$ cat src/hw/rtl/assert_macros.svh
// Assertion helpers shared by the RTL. Each macro names one concurrent
// assertion clocked on the rising edge and switched off during reset.
`ifndef ASSERT_MACROS_SVH
`define ASSERT_MACROS_SVH

// Same-cycle implication.
`define ASSERT_SAME(label, clk, rst, ante, cons, msg) \
  label: assert property (@(posedge clk) disable iff (rst) (ante) |-> (cons)) else $error(msg);

// Next-cycle implication.
`define ASSERT_NEXT(label, clk, rst, ante, cons, msg) \
  label: assert property (@(posedge clk) disable iff (rst) (ante) |=> (cons)) else $error(msg);

`endif

$ cat src/hw/rtl/lfu_pkg.sv
// ----------------------------------------------------------------------------
// lfu_pkg: shared types and constants
// Operation codes, the scan token that walks the cell chain and the
// update command that is broadcast to every cell at the end of a scan.
// ----------------------------------------------------------------------------
`default_nettype none

package lfu_pkg;

  localparam int DATA_W = 32;
  localparam int CAP_W  = 5;

  localparam logic [CAP_W-1:0] CAP_RESET = 5'd16;

  localparam logic KIND_GET = 1'b0;
  localparam logic KIND_PUT = 1'b1;

  // Fixed-width part of the scan token; index, rank and count travel beside it.
  typedef struct packed {
    logic              found;
    logic [DATA_W-1:0] found_data;
    logic              vic_ok;
    logic [DATA_W-1:0] vic_key;
    logic              free_ok;
  } tok_t;

  typedef struct packed {
    logic              en;
    logic              hit;
    logic              put;
    logic              evict;
    logic              insert;
    logic [DATA_W-1:0] key;
    logic [DATA_W-1:0] data;
  } cmd_t;

endpackage

`default_nettype wire

$ cat src/hw/rtl/lfu_cache_lru_tiebreak_top.sv
// ----------------------------------------------------------------------------
// lfu_cache_lru_tiebreak_top: LFU key/value cache, LRU tie break
// Request channel (req_valid/req_stall) carries kind, key and value; the
// response channel (rsp_valid/rsp_stall) returns hit, read_value, evicted
// and evicted_key, one response word per request word.
// Each request is handled by a token that walks the chain of ENTRIES entry
// cells, one cell per cycle, collecting the key match, the eviction victim
// (lowest use count, oldest among equals) and the first free slot. A last
// state, ST_DONE, broadcasts the update to all cells and loads the response
// register. A new request is accepted only in the idle state, after the
// previous one is done. The response register lets the next request be
// accepted and scanned while the previous response is held under
// rsp_stall; a finished scan waits only if the response register is still
// full. The capacity register is written over cfg_valid/cfg_ready, and
// the user must see that it is written only while idle; the block itself
// does not enforce this. Synchronous reset empties the cache, sets
// capacity to 16 and drops any pending response.
// ----------------------------------------------------------------------------
`default_nettype none

`include "assert_macros.svh"

module lfu_cache_lru_tiebreak_top #(
  parameter int ENTRIES     = 16,
  parameter int COUNT_WIDTH = 16
) (
  input  wire logic                          clk,
  input  wire logic                          rst,
  input  wire logic                          cfg_valid,
  output logic                               cfg_ready,
  input  wire logic [lfu_pkg::CAP_W-1:0]     capacity,
  input  wire logic                          req_valid,
  output logic                               req_stall,
  input  wire logic                          kind,
  input  wire logic signed [lfu_pkg::DATA_W-1:0] key,
  input  wire logic signed [lfu_pkg::DATA_W-1:0] value,
  output logic                               rsp_valid,
  input  wire logic                          rsp_stall,
  output logic                               hit,
  output logic signed [lfu_pkg::DATA_W-1:0]  read_value,
  output logic                               evicted,
  output logic signed [lfu_pkg::DATA_W-1:0]  evicted_key
);
  import lfu_pkg::*;

  localparam int IDX_W = (ENTRIES > 1) ? $clog2(ENTRIES) : 1;
  localparam int OCC_W = $clog2(ENTRIES + 1);
  localparam int CMP_W = (OCC_W > CAP_W) ? OCC_W : CAP_W;

  localparam logic [IDX_W-1:0] LAST_STEP = IDX_W'(ENTRIES - 1);
  localparam logic [CMP_W-1:0] ENT_CMP   = CMP_W'(ENTRIES);
  localparam logic [OCC_W-1:0] ENT_OCC   = OCC_W'(ENTRIES);

  localparam logic [1:0] ST_IDLE = 2'd0;
  localparam logic [1:0] ST_SCAN = 2'd1;
  localparam logic [1:0] ST_DONE = 2'd2;

  logic [1:0]        state;
  logic [1:0]        state_next;
  logic [IDX_W-1:0]  step;
  logic [CAP_W-1:0]  cap_limit;
  logic [OCC_W-1:0]  occupancy;
  logic              kind_q;
  logic [DATA_W-1:0] key_q;
  logic [DATA_W-1:0] value_q;

  logic              req_take;
  logic              rsp_take;
  logic              load;

  tok_t                   tok        [ENTRIES+1];
  logic [IDX_W-1:0]       found_idx  [ENTRIES+1];
  logic [IDX_W-1:0]       found_rank [ENTRIES+1];
  logic [IDX_W-1:0]       vic_idx    [ENTRIES+1];
  logic [IDX_W-1:0]       vic_rank   [ENTRIES+1];
  logic [COUNT_WIDTH-1:0] vic_count  [ENTRIES+1];
  logic [IDX_W-1:0]       free_idx   [ENTRIES+1];

  tok_t              last;
  cmd_t              cmd;
  logic [IDX_W-1:0]  cmd_ins_idx;
  logic [IDX_W-1:0]  cmd_rank;

  logic [CMP_W-1:0]  cap_ext;
  logic [CMP_W-1:0]  eff_cap;
  logic              cap_zero;
  logic              occ_full;
  logic              is_put;
  logic              do_hit;
  logic              do_evict;
  logic              do_insert;

  assign cfg_ready = 1'b1;
  assign req_stall = (state != ST_IDLE);
  assign req_take  = req_valid && !req_stall;
  assign rsp_take  = rsp_valid && !rsp_stall;
  assign load      = (state == ST_DONE) && (!rsp_valid || !rsp_stall);

  // Cell chain; the first cell sees an empty token.
  assign tok[0]        = '0;
  assign found_idx[0]  = '0;
  assign found_rank[0] = '0;
  assign vic_idx[0]    = '0;
  assign vic_rank[0]   = '0;
  assign vic_count[0]  = '0;
  assign free_idx[0]   = '0;

  for (genvar i = 0; i < ENTRIES; i++) begin : g_cell
    lfu_cell #(
      .IDX         (i),
      .IDX_W       (IDX_W),
      .COUNT_WIDTH (COUNT_WIDTH)
    ) u_cell (
      .clk            (clk),
      .rst            (rst),
      .cmp_key        (key_q),
      .tok_in         (tok[i]),
      .in_found_idx   (found_idx[i]),
      .in_found_rank  (found_rank[i]),
      .in_vic_idx     (vic_idx[i]),
      .in_vic_rank    (vic_rank[i]),
      .in_vic_count   (vic_count[i]),
      .in_free_idx    (free_idx[i]),
      .tok_out        (tok[i+1]),
      .out_found_idx  (found_idx[i+1]),
      .out_found_rank (found_rank[i+1]),
      .out_vic_idx    (vic_idx[i+1]),
      .out_vic_rank   (vic_rank[i+1]),
      .out_vic_count  (vic_count[i+1]),
      .out_free_idx   (free_idx[i+1]),
      .cmd            (cmd),
      .cmd_hit_idx    (found_idx[ENTRIES]),
      .cmd_vic_idx    (vic_idx[ENTRIES]),
      .cmd_ins_idx    (cmd_ins_idx),
      .cmd_rank       (cmd_rank)
    );
  end

  assign last      = tok[ENTRIES];
  assign cap_ext   = CMP_W'(cap_limit);
  assign eff_cap   = (cap_ext > ENT_CMP) ? ENT_CMP : cap_ext;
  assign cap_zero  = (cap_limit == '0);
  assign occ_full  = (CMP_W'(occupancy) >= eff_cap);
  assign is_put    = (kind_q == KIND_PUT);
  assign do_hit    = !cap_zero && last.found;
  assign do_evict  = !cap_zero && !last.found && is_put && occ_full && last.vic_ok;
  assign do_insert = !cap_zero && !last.found && is_put && (do_evict || last.free_ok);

  // Lowest free slot wins, the victim's slot counts as free.
  assign cmd_ins_idx = (do_evict && !(last.free_ok &&
                        (free_idx[ENTRIES] < vic_idx[ENTRIES]))) ?
                       vic_idx[ENTRIES] : free_idx[ENTRIES];
  assign cmd_rank    = last.found ? found_rank[ENTRIES] : vic_rank[ENTRIES];

  always_comb begin
    cmd        = '0;
    cmd.en     = load;
    cmd.hit    = do_hit;
    cmd.put    = is_put;
    cmd.evict  = do_evict;
    cmd.insert = do_insert;
    cmd.key    = key_q;
    cmd.data   = value_q;
  end

  always_comb begin
    state_next = state;
    unique case (state)
      ST_IDLE: begin
        if (req_take) state_next = ST_SCAN;
      end
      ST_SCAN: begin
        if (step == LAST_STEP) state_next = ST_DONE;
      end
      ST_DONE: begin
        if (load) state_next = ST_IDLE;
      end
      default: state_next = ST_IDLE;
    endcase
  end

  always_ff @(posedge clk) begin
    if (rst) begin
      state     <= ST_IDLE;
      step      <= '0;
      cap_limit <= CAP_RESET;
      occupancy <= '0;
      rsp_valid <= 1'b0;
    end else begin
      state <= state_next;
      if (req_take) begin
        step <= '0;
      end else if (state == ST_SCAN) begin
        step <= step + IDX_W'(1);
      end
      if (cfg_valid && cfg_ready) begin
        cap_limit <= capacity;
      end
      if (load) begin
        occupancy <= occupancy + OCC_W'(do_insert) - OCC_W'(do_evict);
        rsp_valid <= 1'b1;
      end else if (rsp_take) begin
        rsp_valid <= 1'b0;
      end
    end
  end

  always_ff @(posedge clk) begin
    if (req_take) begin
      kind_q  <= kind;
      key_q   <= key;
      value_q <= value;
    end
  end

  always_ff @(posedge clk) begin
    if (load) begin
      hit         <= do_hit;
      read_value  <= (do_hit && !is_put) ? last.found_data : '0;
      evicted     <= do_evict;
      evicted_key <= do_evict ? last.vic_key : '0;
    end
  end

  `ASSERT_SAME(a_evict_excl, clk, rst, rsp_valid && evicted, !hit && (read_value == '0), "eviction reported together with a hit")
  `ASSERT_SAME(a_occ_bound, clk, rst, 1'b1, occupancy <= ENT_OCC, "occupancy exceeds entry count")
  `ASSERT_NEXT(a_take_scan, clk, rst, req_take, state == ST_SCAN, "accepted word did not start a scan")
  `ASSERT_SAME(a_evict_full, clk, rst, load && do_evict, occ_full && !cap_zero, "eviction while room remains")

endmodule

`default_nettype wire

$ cat src/hw/rtl/lfu_cell.sv
// ----------------------------------------------------------------------------
// lfu_cell: one cache entry
// Holds key, data, use count and recency rank of one entry. Folds its entry
// into the scan token and registers the token for the next cell; applies
// the broadcast update command to its own fields.
// ----------------------------------------------------------------------------
`default_nettype none

module lfu_cell #(
  parameter int IDX         = 0,
  parameter int IDX_W       = 4,
  parameter int COUNT_WIDTH = 16
) (
  input  wire logic                         clk,
  input  wire logic                         rst,
  input  wire logic [lfu_pkg::DATA_W-1:0]   cmp_key,
  input  wire lfu_pkg::tok_t                tok_in,
  input  wire logic [IDX_W-1:0]             in_found_idx,
  input  wire logic [IDX_W-1:0]             in_found_rank,
  input  wire logic [IDX_W-1:0]             in_vic_idx,
  input  wire logic [IDX_W-1:0]             in_vic_rank,
  input  wire logic [COUNT_WIDTH-1:0]       in_vic_count,
  input  wire logic [IDX_W-1:0]             in_free_idx,
  output lfu_pkg::tok_t                     tok_out,
  output logic [IDX_W-1:0]                  out_found_idx,
  output logic [IDX_W-1:0]                  out_found_rank,
  output logic [IDX_W-1:0]                  out_vic_idx,
  output logic [IDX_W-1:0]                  out_vic_rank,
  output logic [COUNT_WIDTH-1:0]            out_vic_count,
  output logic [IDX_W-1:0]                  out_free_idx,
  input  wire lfu_pkg::cmd_t                cmd,
  input  wire logic [IDX_W-1:0]             cmd_hit_idx,
  input  wire logic [IDX_W-1:0]             cmd_vic_idx,
  input  wire logic [IDX_W-1:0]             cmd_ins_idx,
  input  wire logic [IDX_W-1:0]             cmd_rank
);
  import lfu_pkg::*;

  localparam logic [IDX_W-1:0]       MY_IDX    = IDX_W'(IDX);
  localparam logic [COUNT_WIDTH-1:0] COUNT_MAX = '1;
  localparam logic [COUNT_WIDTH-1:0] COUNT_ONE = COUNT_WIDTH'(1);

  logic                   valid;
  logic [DATA_W-1:0]      key_q;
  logic [DATA_W-1:0]      data;
  logic [COUNT_WIDTH-1:0] count;
  logic [IDX_W-1:0]       rank;

  logic                   hit_here;
  logic                   take_vic;
  logic                   me_hit;
  logic                   me_vic;
  logic                   me_ins;

  tok_t                   tok_next;
  logic [IDX_W-1:0]       found_idx_next;
  logic [IDX_W-1:0]       found_rank_next;
  logic [IDX_W-1:0]       vic_idx_next;
  logic [IDX_W-1:0]       vic_rank_next;
  logic [COUNT_WIDTH-1:0] vic_count_next;
  logic [IDX_W-1:0]       free_idx_next;

  assign hit_here = valid && (key_q == cmp_key);
  assign take_vic = valid && (!tok_in.vic_ok || (count < in_vic_count) ||
                    ((count == in_vic_count) && (rank > in_vic_rank)));
  assign me_hit   = (MY_IDX == cmd_hit_idx);
  assign me_vic   = cmd.evict && (MY_IDX == cmd_vic_idx);
  assign me_ins   = (MY_IDX == cmd_ins_idx);

  // Fold this entry into the passing token.
  always_comb begin
    tok_next        = tok_in;
    found_idx_next  = in_found_idx;
    found_rank_next = in_found_rank;
    vic_idx_next    = in_vic_idx;
    vic_rank_next   = in_vic_rank;
    vic_count_next  = in_vic_count;
    free_idx_next   = in_free_idx;
    if (!tok_in.found && hit_here) begin
      tok_next.found      = 1'b1;
      tok_next.found_data = data;
      found_idx_next      = MY_IDX;
      found_rank_next     = rank;
    end
    if (take_vic) begin
      tok_next.vic_ok  = 1'b1;
      tok_next.vic_key = key_q;
      vic_idx_next     = MY_IDX;
      vic_rank_next    = rank;
      vic_count_next   = count;
    end
    if (!tok_in.free_ok && !valid) begin
      tok_next.free_ok = 1'b1;
      free_idx_next    = MY_IDX;
    end
  end

  always_ff @(posedge clk) begin
    tok_out        <= tok_next;
    out_found_idx  <= found_idx_next;
    out_found_rank <= found_rank_next;
    out_vic_idx    <= vic_idx_next;
    out_vic_rank   <= vic_rank_next;
    out_vic_count  <= vic_count_next;
    out_free_idx   <= free_idx_next;
  end

  always_ff @(posedge clk) begin
    if (rst) begin
      valid <= 1'b0;
    end else if (cmd.en && cmd.insert) begin
      if (me_ins) begin
        valid <= 1'b1;
      end else if (me_vic) begin
        valid <= 1'b0;
      end
    end
  end

  always_ff @(posedge clk) begin
    if (cmd.en) begin
      if (cmd.hit) begin
        if (me_hit) begin
          if (count != COUNT_MAX) begin
            count <= count + COUNT_ONE;
          end
          rank <= '0;
          if (cmd.put) begin
            data <= cmd.data;
          end
        end else if (valid && (rank < cmd_rank)) begin
          // age entries newer than the touched one
          rank <= rank + IDX_W'(1);
        end
      end else if (cmd.insert) begin
        if (me_ins) begin
          key_q <= cmd.key;
          data  <= cmd.data;
          count <= COUNT_ONE;
          rank  <= '0;
        end else if (valid && !me_vic) begin
          // close the gap left by the victim, then age for the new entry
          if (!(cmd.evict && (rank > cmd_rank))) begin
            rank <= rank + IDX_W'(1);
          end
        end
      end
    end
  end

endmodule

`default_nettype wire

$ cat config.mk
export PLATFORM = sky130hd
export DESIGN_NAME = lfu_cache_lru_tiebreak_top
export DESIGN_NICKNAME = d
export VERILOG_FILES = /design/src/hw/rtl/lfu_pkg.sv /design/src/hw/rtl/lfu_cache_lru_tiebreak_top.sv /design/src/hw/rtl/lfu_cell.sv
export VERILOG_INCLUDE_DIRS = /design/src /design/src/hw/rtl
export SDC_FILE = /design/constraint.sdc
export NUM_CORES = 2
export LEC_CHECK = 0
export BUFFER_PORTS_ARGS = -buffer_cell sky130_fd_sc_hd__buf_2
export CORE_UTILIZATION = 63
export DETAILED_ROUTE_END_ITERATION = 8
export PLACE_DENSITY = 0.9
export RECOVER_POWER = 25
export SETUP_SLACK_MARGIN = 0.02
export SLEW_MARGIN = 0
export SYNTH_ARGS = -nofsm -noshare
export SYNTH_HDL_FRONTEND = slang
export SYNTH_SLANG_ARGS = --single-unit
$ cat constraint.sdc
create_clock -name clk -period 6.82 [get_ports clk]
set_clock_uncertainty 0.15 [all_clocks]
set_input_delay 0.682 -clock clk [delete_from_list [all_inputs] [get_ports clk]]
set_output_delay 0.682 -clock clk [all_outputs]
set_load 0.02 [all_outputs]
; ---- After elaboration in Yosys (flattened, before gate mapping)
; Index checks and enable logic that the tools add are counted.
[totals]
reg_bits = 3095
input_bits = 75
out_inout_bits = 69
word_cells = 1312
[op_classes]
addsub = 35
n_lt_le_gt_ge = 65
n_eq_ne = 163
muxes = 378
n_bitwise = 1
reduce_logical = 406
[op_table]
columns = operator, n
row1 = $mux 32, 95
row2 = $mux 16, 94
row3 = $mux 4, 144
row4 = $eq 32x32->1, 16
row5 = $add 16x1->16 const B, 16
row6 = $ne 16x16->1 const B, 16
row7 = $eq 16x16->1, 15
row8 = $lt 16x16->1, 15
row9 = $reduce_and 5->1, 48
row10 = $logic_and 1x1->1, 153
row11 = $gt 4x4->1, 31
row12 = $eq 4x4->1 const A, 24
row13 = $logic_not 1->1, 83
row14 = $reduce_bool 2->1, 35
row15 = $add 4x1->4 const B, 17
row16 = $lt 4x4->1, 17
row17 = $mux 33, 2
row18 = $ne 2x1->1 const B, 32
row19 = $reduce_and 4->1, 16
row20 = $eq 3x4->1 const A, 12
row21 = $ne 3x1->1 const B, 16
row22 = $ne 3x2->1 const B, 16
row23 = $reduce_bool 3->1, 16
row24 = $mux 1, 38
row25 = other kinds (21), 81

; ---- Logic depth before layout (Yosys ltp)
[depth]
ltp_word = 13
depth_mapped = 22

; ---- By module
; Synthesis repeated with hierarchy kept, for this count alone.
[unflattened]
hier_cells = 8708
hier_area_um2 = 124124.0
[by_module_without_submodules]
columns = mod, n_inst, cells_per_inst, area_each_um2
row1 = lfu_cell at g_cell[10].u_cell ..., 2, 523, 7407.1
row2 = lfu_cell at g_cell[13].u_cell ..., 2, 524, 7407.1
row3 = lfu_cell at g_cell[12].u_cell ..., 2, 524, 7403.4
row4 = lfu_cell at g_cell[5].u_cell ..., 2, 522, 7399.6
row5 = lfu_cell at g_cell[1].u_cell ..., 2, 523, 7395.8
row6 = lfu_cell at g_cell[7].u_cell, 1, 527, 7543.5
row7 = lfu_cell at g_cell[15].u_cell, 1, 524, 7410.9
row8 = lfu_cell at g_cell[0].u_cell, 1, 521, 7398.3
row9 = lfu_cell at g_cell[4].u_cell, 1, 523, 7393.3
row10 = lfu_cell at g_cell[9].u_cell, 1, 518, 7383.3
row11 = lfu_cell at g_cell[8].u_cell, 1, 519, 7379.6
row12 = lfu_cache_lru_tiebreak_top, 1, 344, 5589.1

; ---- Worst setup path before layout
; No wires, ideal clock.
[synth_path]
path_type = input -> register
from = input port rsp_stall
to = register g_cell[15].u_cell.data[0], enable pin
arrival_time_ns = 4.769
required_time_ns = 6.249
setup_slack_ns = 1.480
stages = 6
n_path_buf = 1
cell_sequence = nand2_1 > nand2b_1 > inv_1 > buf_1 > nand3b_1 > nor2_1
[synth_rtl]
columns = item, line
row1 = "start, declared", lfu_cache_lru_tiebreak_top.sv:38  ; input wire logic rsp_stall,
row2 = "end signal, assigned", lfu_cell.sv:129  ; data <= cmd.data;
row3 = "end signal, assigned", lfu_cell.sv:138  ; data <= cmd.data;
row4 = "end, declared", lfu_cell.sv:45  ; logic [DATA_W-1:0] data;

==> results_dict.tcl <==
set metrics [dict create \
    area_growth_pct 11.19 \
    grt_pass1_wl_um 547400 \
    crit_fanout 32 \
    fin_setup_tns_ps 0 \
    ys_top_cells_by_area "edfxtp_1 (36%), dfxtp_1 (26%), mux2_2 (9.2%), ha_1 (4.2%), xor2_1 (3.8%)" \
    clock-sinks 3095 \
    clockBufferDepth 4 \
    layout-drive-gt1-share_pct 19.33 \
    htree_levels 5 \
    dpl.hpwl_um 206000 \
    cap_violations 20 \
    post_cts.repair.setup_buffers 0 \
    gp_congestion 0.9333 \
    synth_edf_count 1475 \
    regArea_um2 76720 \
    leakage_uw 0.04977 \
    multi_input_comb_area_um2 42720 \
    wire_per_inst_um 30.23 \
    synth_cell_types 87 \
    initial_core_util_pct 63.51 \
    synth_fp_nets 9822 \
    finalHoldViolCount 0 \
    power_uw 37460 \
    reg2regPathDepth 7 \
    synth.cell_area_um2 122600 \
    r2r-end "g_cell[1].u_cell.tok_out[45]$_DFF_P_" \
    dr.pass1.iters 7 \
    endpoint_kind "flip-flop" \
    synth_warnings 0 \
    die_area_um2 196300 \
    ys.flop_type "dfxtp_1" \
    antenna_found_initial 39 \
    fmax_ghz 0.1580 \
    nets 10030 \
    mostFrequentLayoutCells "dfxtp_1 (1619), edfxtp_1 (1475), mux2_2 (1005), nand2_1 (697), o211ai_1 (545)" \
    tritoncts "built" \
    start_kind "flip-flop" \
    drt_iter0_markers 12150 \
    synth-seq-cells 3095 \
    grt_max_degree 86 \
    cts_made_buffers 307 \
    port_buffers 142 \
    vias_per_cell 6.731 \
    final_cell_area_um2 136300 \
    power_density_nw_per_um2 274.9 \
    worst_hold_path.endpoint "cap_ext[0]$_SDFFE_PP0P_" \
    r2r-start "key_q[26]$_DFFE_PP_" \
    n_fill_cell 11060 \
    hp-class "in -> reg" \
    placed_cell_area_um2 125700 \
    worstHoldStart "cfg_valid" \
    die_w_um 443.1 \
    slew_violations 558 \
    slew_headroom_pct -134.6 \
    synth_top_area_share_pct 36.14 \
    globalRouteOverflowTotal 0 \
    grt_pass1_vias 84540 \
    clkSlewWorstSetupHoldPaths_ps 60 \
    drt-total-wl_um 372600 \
    worstPathArrival_ps 7040 \
    ys_seq_area_share_pct 62.60 \
    fp-row-count 161 \
    synth_top_cell_by_area "edfxtp_1" \
    core_um2 193000 \
    worst_pin_slew_ps 3518 \
    min_period_ps 6331 \
    async_reset_ff_share_pct 0 \
    rsz0062_at_grt "no" \
    syn_inst 9336 \
    drcViolationCount 0 \
    ir_drop_mv 0.3449 \
    ioPinCount 144 \
    setup_violations 0 \
    outcome "finished with violations" \
    hold_buffers 70 \
    finalCritPeriodShare_pct 92.83 \
    cts_root_buf "clkbuf_16" \
    vias 82950 \
    final_common_cell "dfxtp_1" \
    min_path_cells 3 \
    die_y_um 443.1 \
    cts-resized-gates 0 \
    antenna_left 0 \
    grt_usage_pct 37.27 \
    violations "capacitance limit, slew limit" \
    syn_avg_cell_area_um2 13.13 \
    r2r_slack_ps 490 \
    clock_latency_ps 1000 \
    worstPathRequired_ps 7530 \
    path_class "reg -> reg" \
]
## cells by family after synthesis
family	Yosys count	share of synthesized area [%]
adders and majority gates	411	4.202
other	1	0.003060
AOI/OAI and AO/OA	1055	6.369
buffers and inverters	815	2.938
muxes	1054	9.670
DFF	3095	62.60
xor gates and xnor gates	753	5.381
and+or+nand+nor	2152	8.838
## state kept, by name, summed over array words and instances, names as in the netlist, 2 cells and up
| name | count |
|---|---|
| cap_ext | 5 |
| evicted_key | 32 |
| g_cell.u_cell.count | 256 |
| g_cell.u_cell.data | 512 |
| g_cell.u_cell.key_q | 512 |
| g_cell.u_cell.out_found_idx | 49 |
| g_cell.u_cell.out_found_rank | 64 |
| g_cell.u_cell.out_free_idx | 49 |
| g_cell.u_cell.out_vic_count | 240 |
| g_cell.u_cell.out_vic_idx | 49 |
| g_cell.u_cell.out_vic_rank | 64 |
| g_cell.u_cell.rank | 64 |
| g_cell.u_cell.tok_out | 1072 |
| g_cell.u_cell.valid | 16 |
| key_q | 32 |
| occupancy | 5 |
| read_value | 32 |
| state | 2 |
| step | 4 |
| value_q | 32 |
## where the power goes
group | switching (uW) | internal (uW)
Combinational | 330 | 139
Sequential | 131 | 19400
Clock | 7580 | 9860
Total | 8040 | 29400
## area by class of cell
cell class              count  share of cell area [%]
clock buffers             433                   6.498
well taps                2526                   2.319
flip-flops and latches   3095                   56.30
inverters                 365                   1.011
diodes                     20                 0.03673
repair buffers            350                   1.664
multi-input cells        5426                   31.35
clock inverters           109                  0.8217
## layer usage
layer  global-route usage, %  up-vias  wire, um
li1                        -    33870         -
met1                   44.00    40060    124400
met2                   58.41     6924    169700
met3                   10.99     2071     47050
met4                   26.33       26     31110
met5                  0.6593        -       292
## worst max path at each step
stage	slack [ps]	cells after the start	to	start
floorplan	1480	6	g_cell[15].u_cell.data[0]$_DFFE_PP_	rsp_stall
global placement	2230	10	g_cell[13].u_cell.key_q[7]$_DFFE_PP_	cap_ext[4]$_SDFFE_PP1P_
detailed placement	2110	7	g_cell[1].u_cell.data[13]$_DFFE_PP_	cap_ext[1]$_SDFFE_PP0P_
CTS	1970	7	g_cell[0].u_cell.data[9]$_DFFE_PP_	cap_ext[1]$_SDFFE_PP0P_
global route	900	7	g_cell[1].u_cell.tok_out[62]$_DFF_P_	key_q[26]$_DFFE_PP_
finish	490	7	g_cell[1].u_cell.tok_out[45]$_DFF_P_	key_q[26]$_DFFE_PP_
## cells in the mapped netlist (all sizes together), types with 13 or more instances
cell	count
a21o	45
xor2	526
o211ai	545
clkbuf	176
o31a	29
nor2b	96
nand2b	52
mux2i	13
inv	365
a31oi	18
nor3	79
edfxtp	1475
nand2	700
nand3	163
and4	31
and4b	14
buf	274
nor2	368
ha	410
o311ai	13
or3	32
or2	103
mux2	1041
and3	82
and2	184
a21oi	126
nor4	104
a211oi	29
dfxtp	1620
o21ai	82
xnor2	227
o221a	13
o21a	49
nand4	125
## worst max-delay path, cell delays in order (launching register included)
cell      delay [ps]
edfxtp_1         320
clkbuf_1        2470
xor2_1           390
nor4_1           750
nand4_1          360
nor3_4           690
buf_4            590
mux2_2           420
## per-stage QoR
stage	hold WS [ps]	setup slack, ps	utilization, %	std cells
after floorplan	227.6	1480	-	9336
after global placement	240.7	2228	65.16	11690
after detailed placement	245.5	2107	65.16	11690
after CTS	14.39	1968	70.69	12300
after global routing	25.85	896.4	70.59	12310
final	42.03	489.2	70.61	12320
Note: power is estimated with default switching activity, not from simulation.
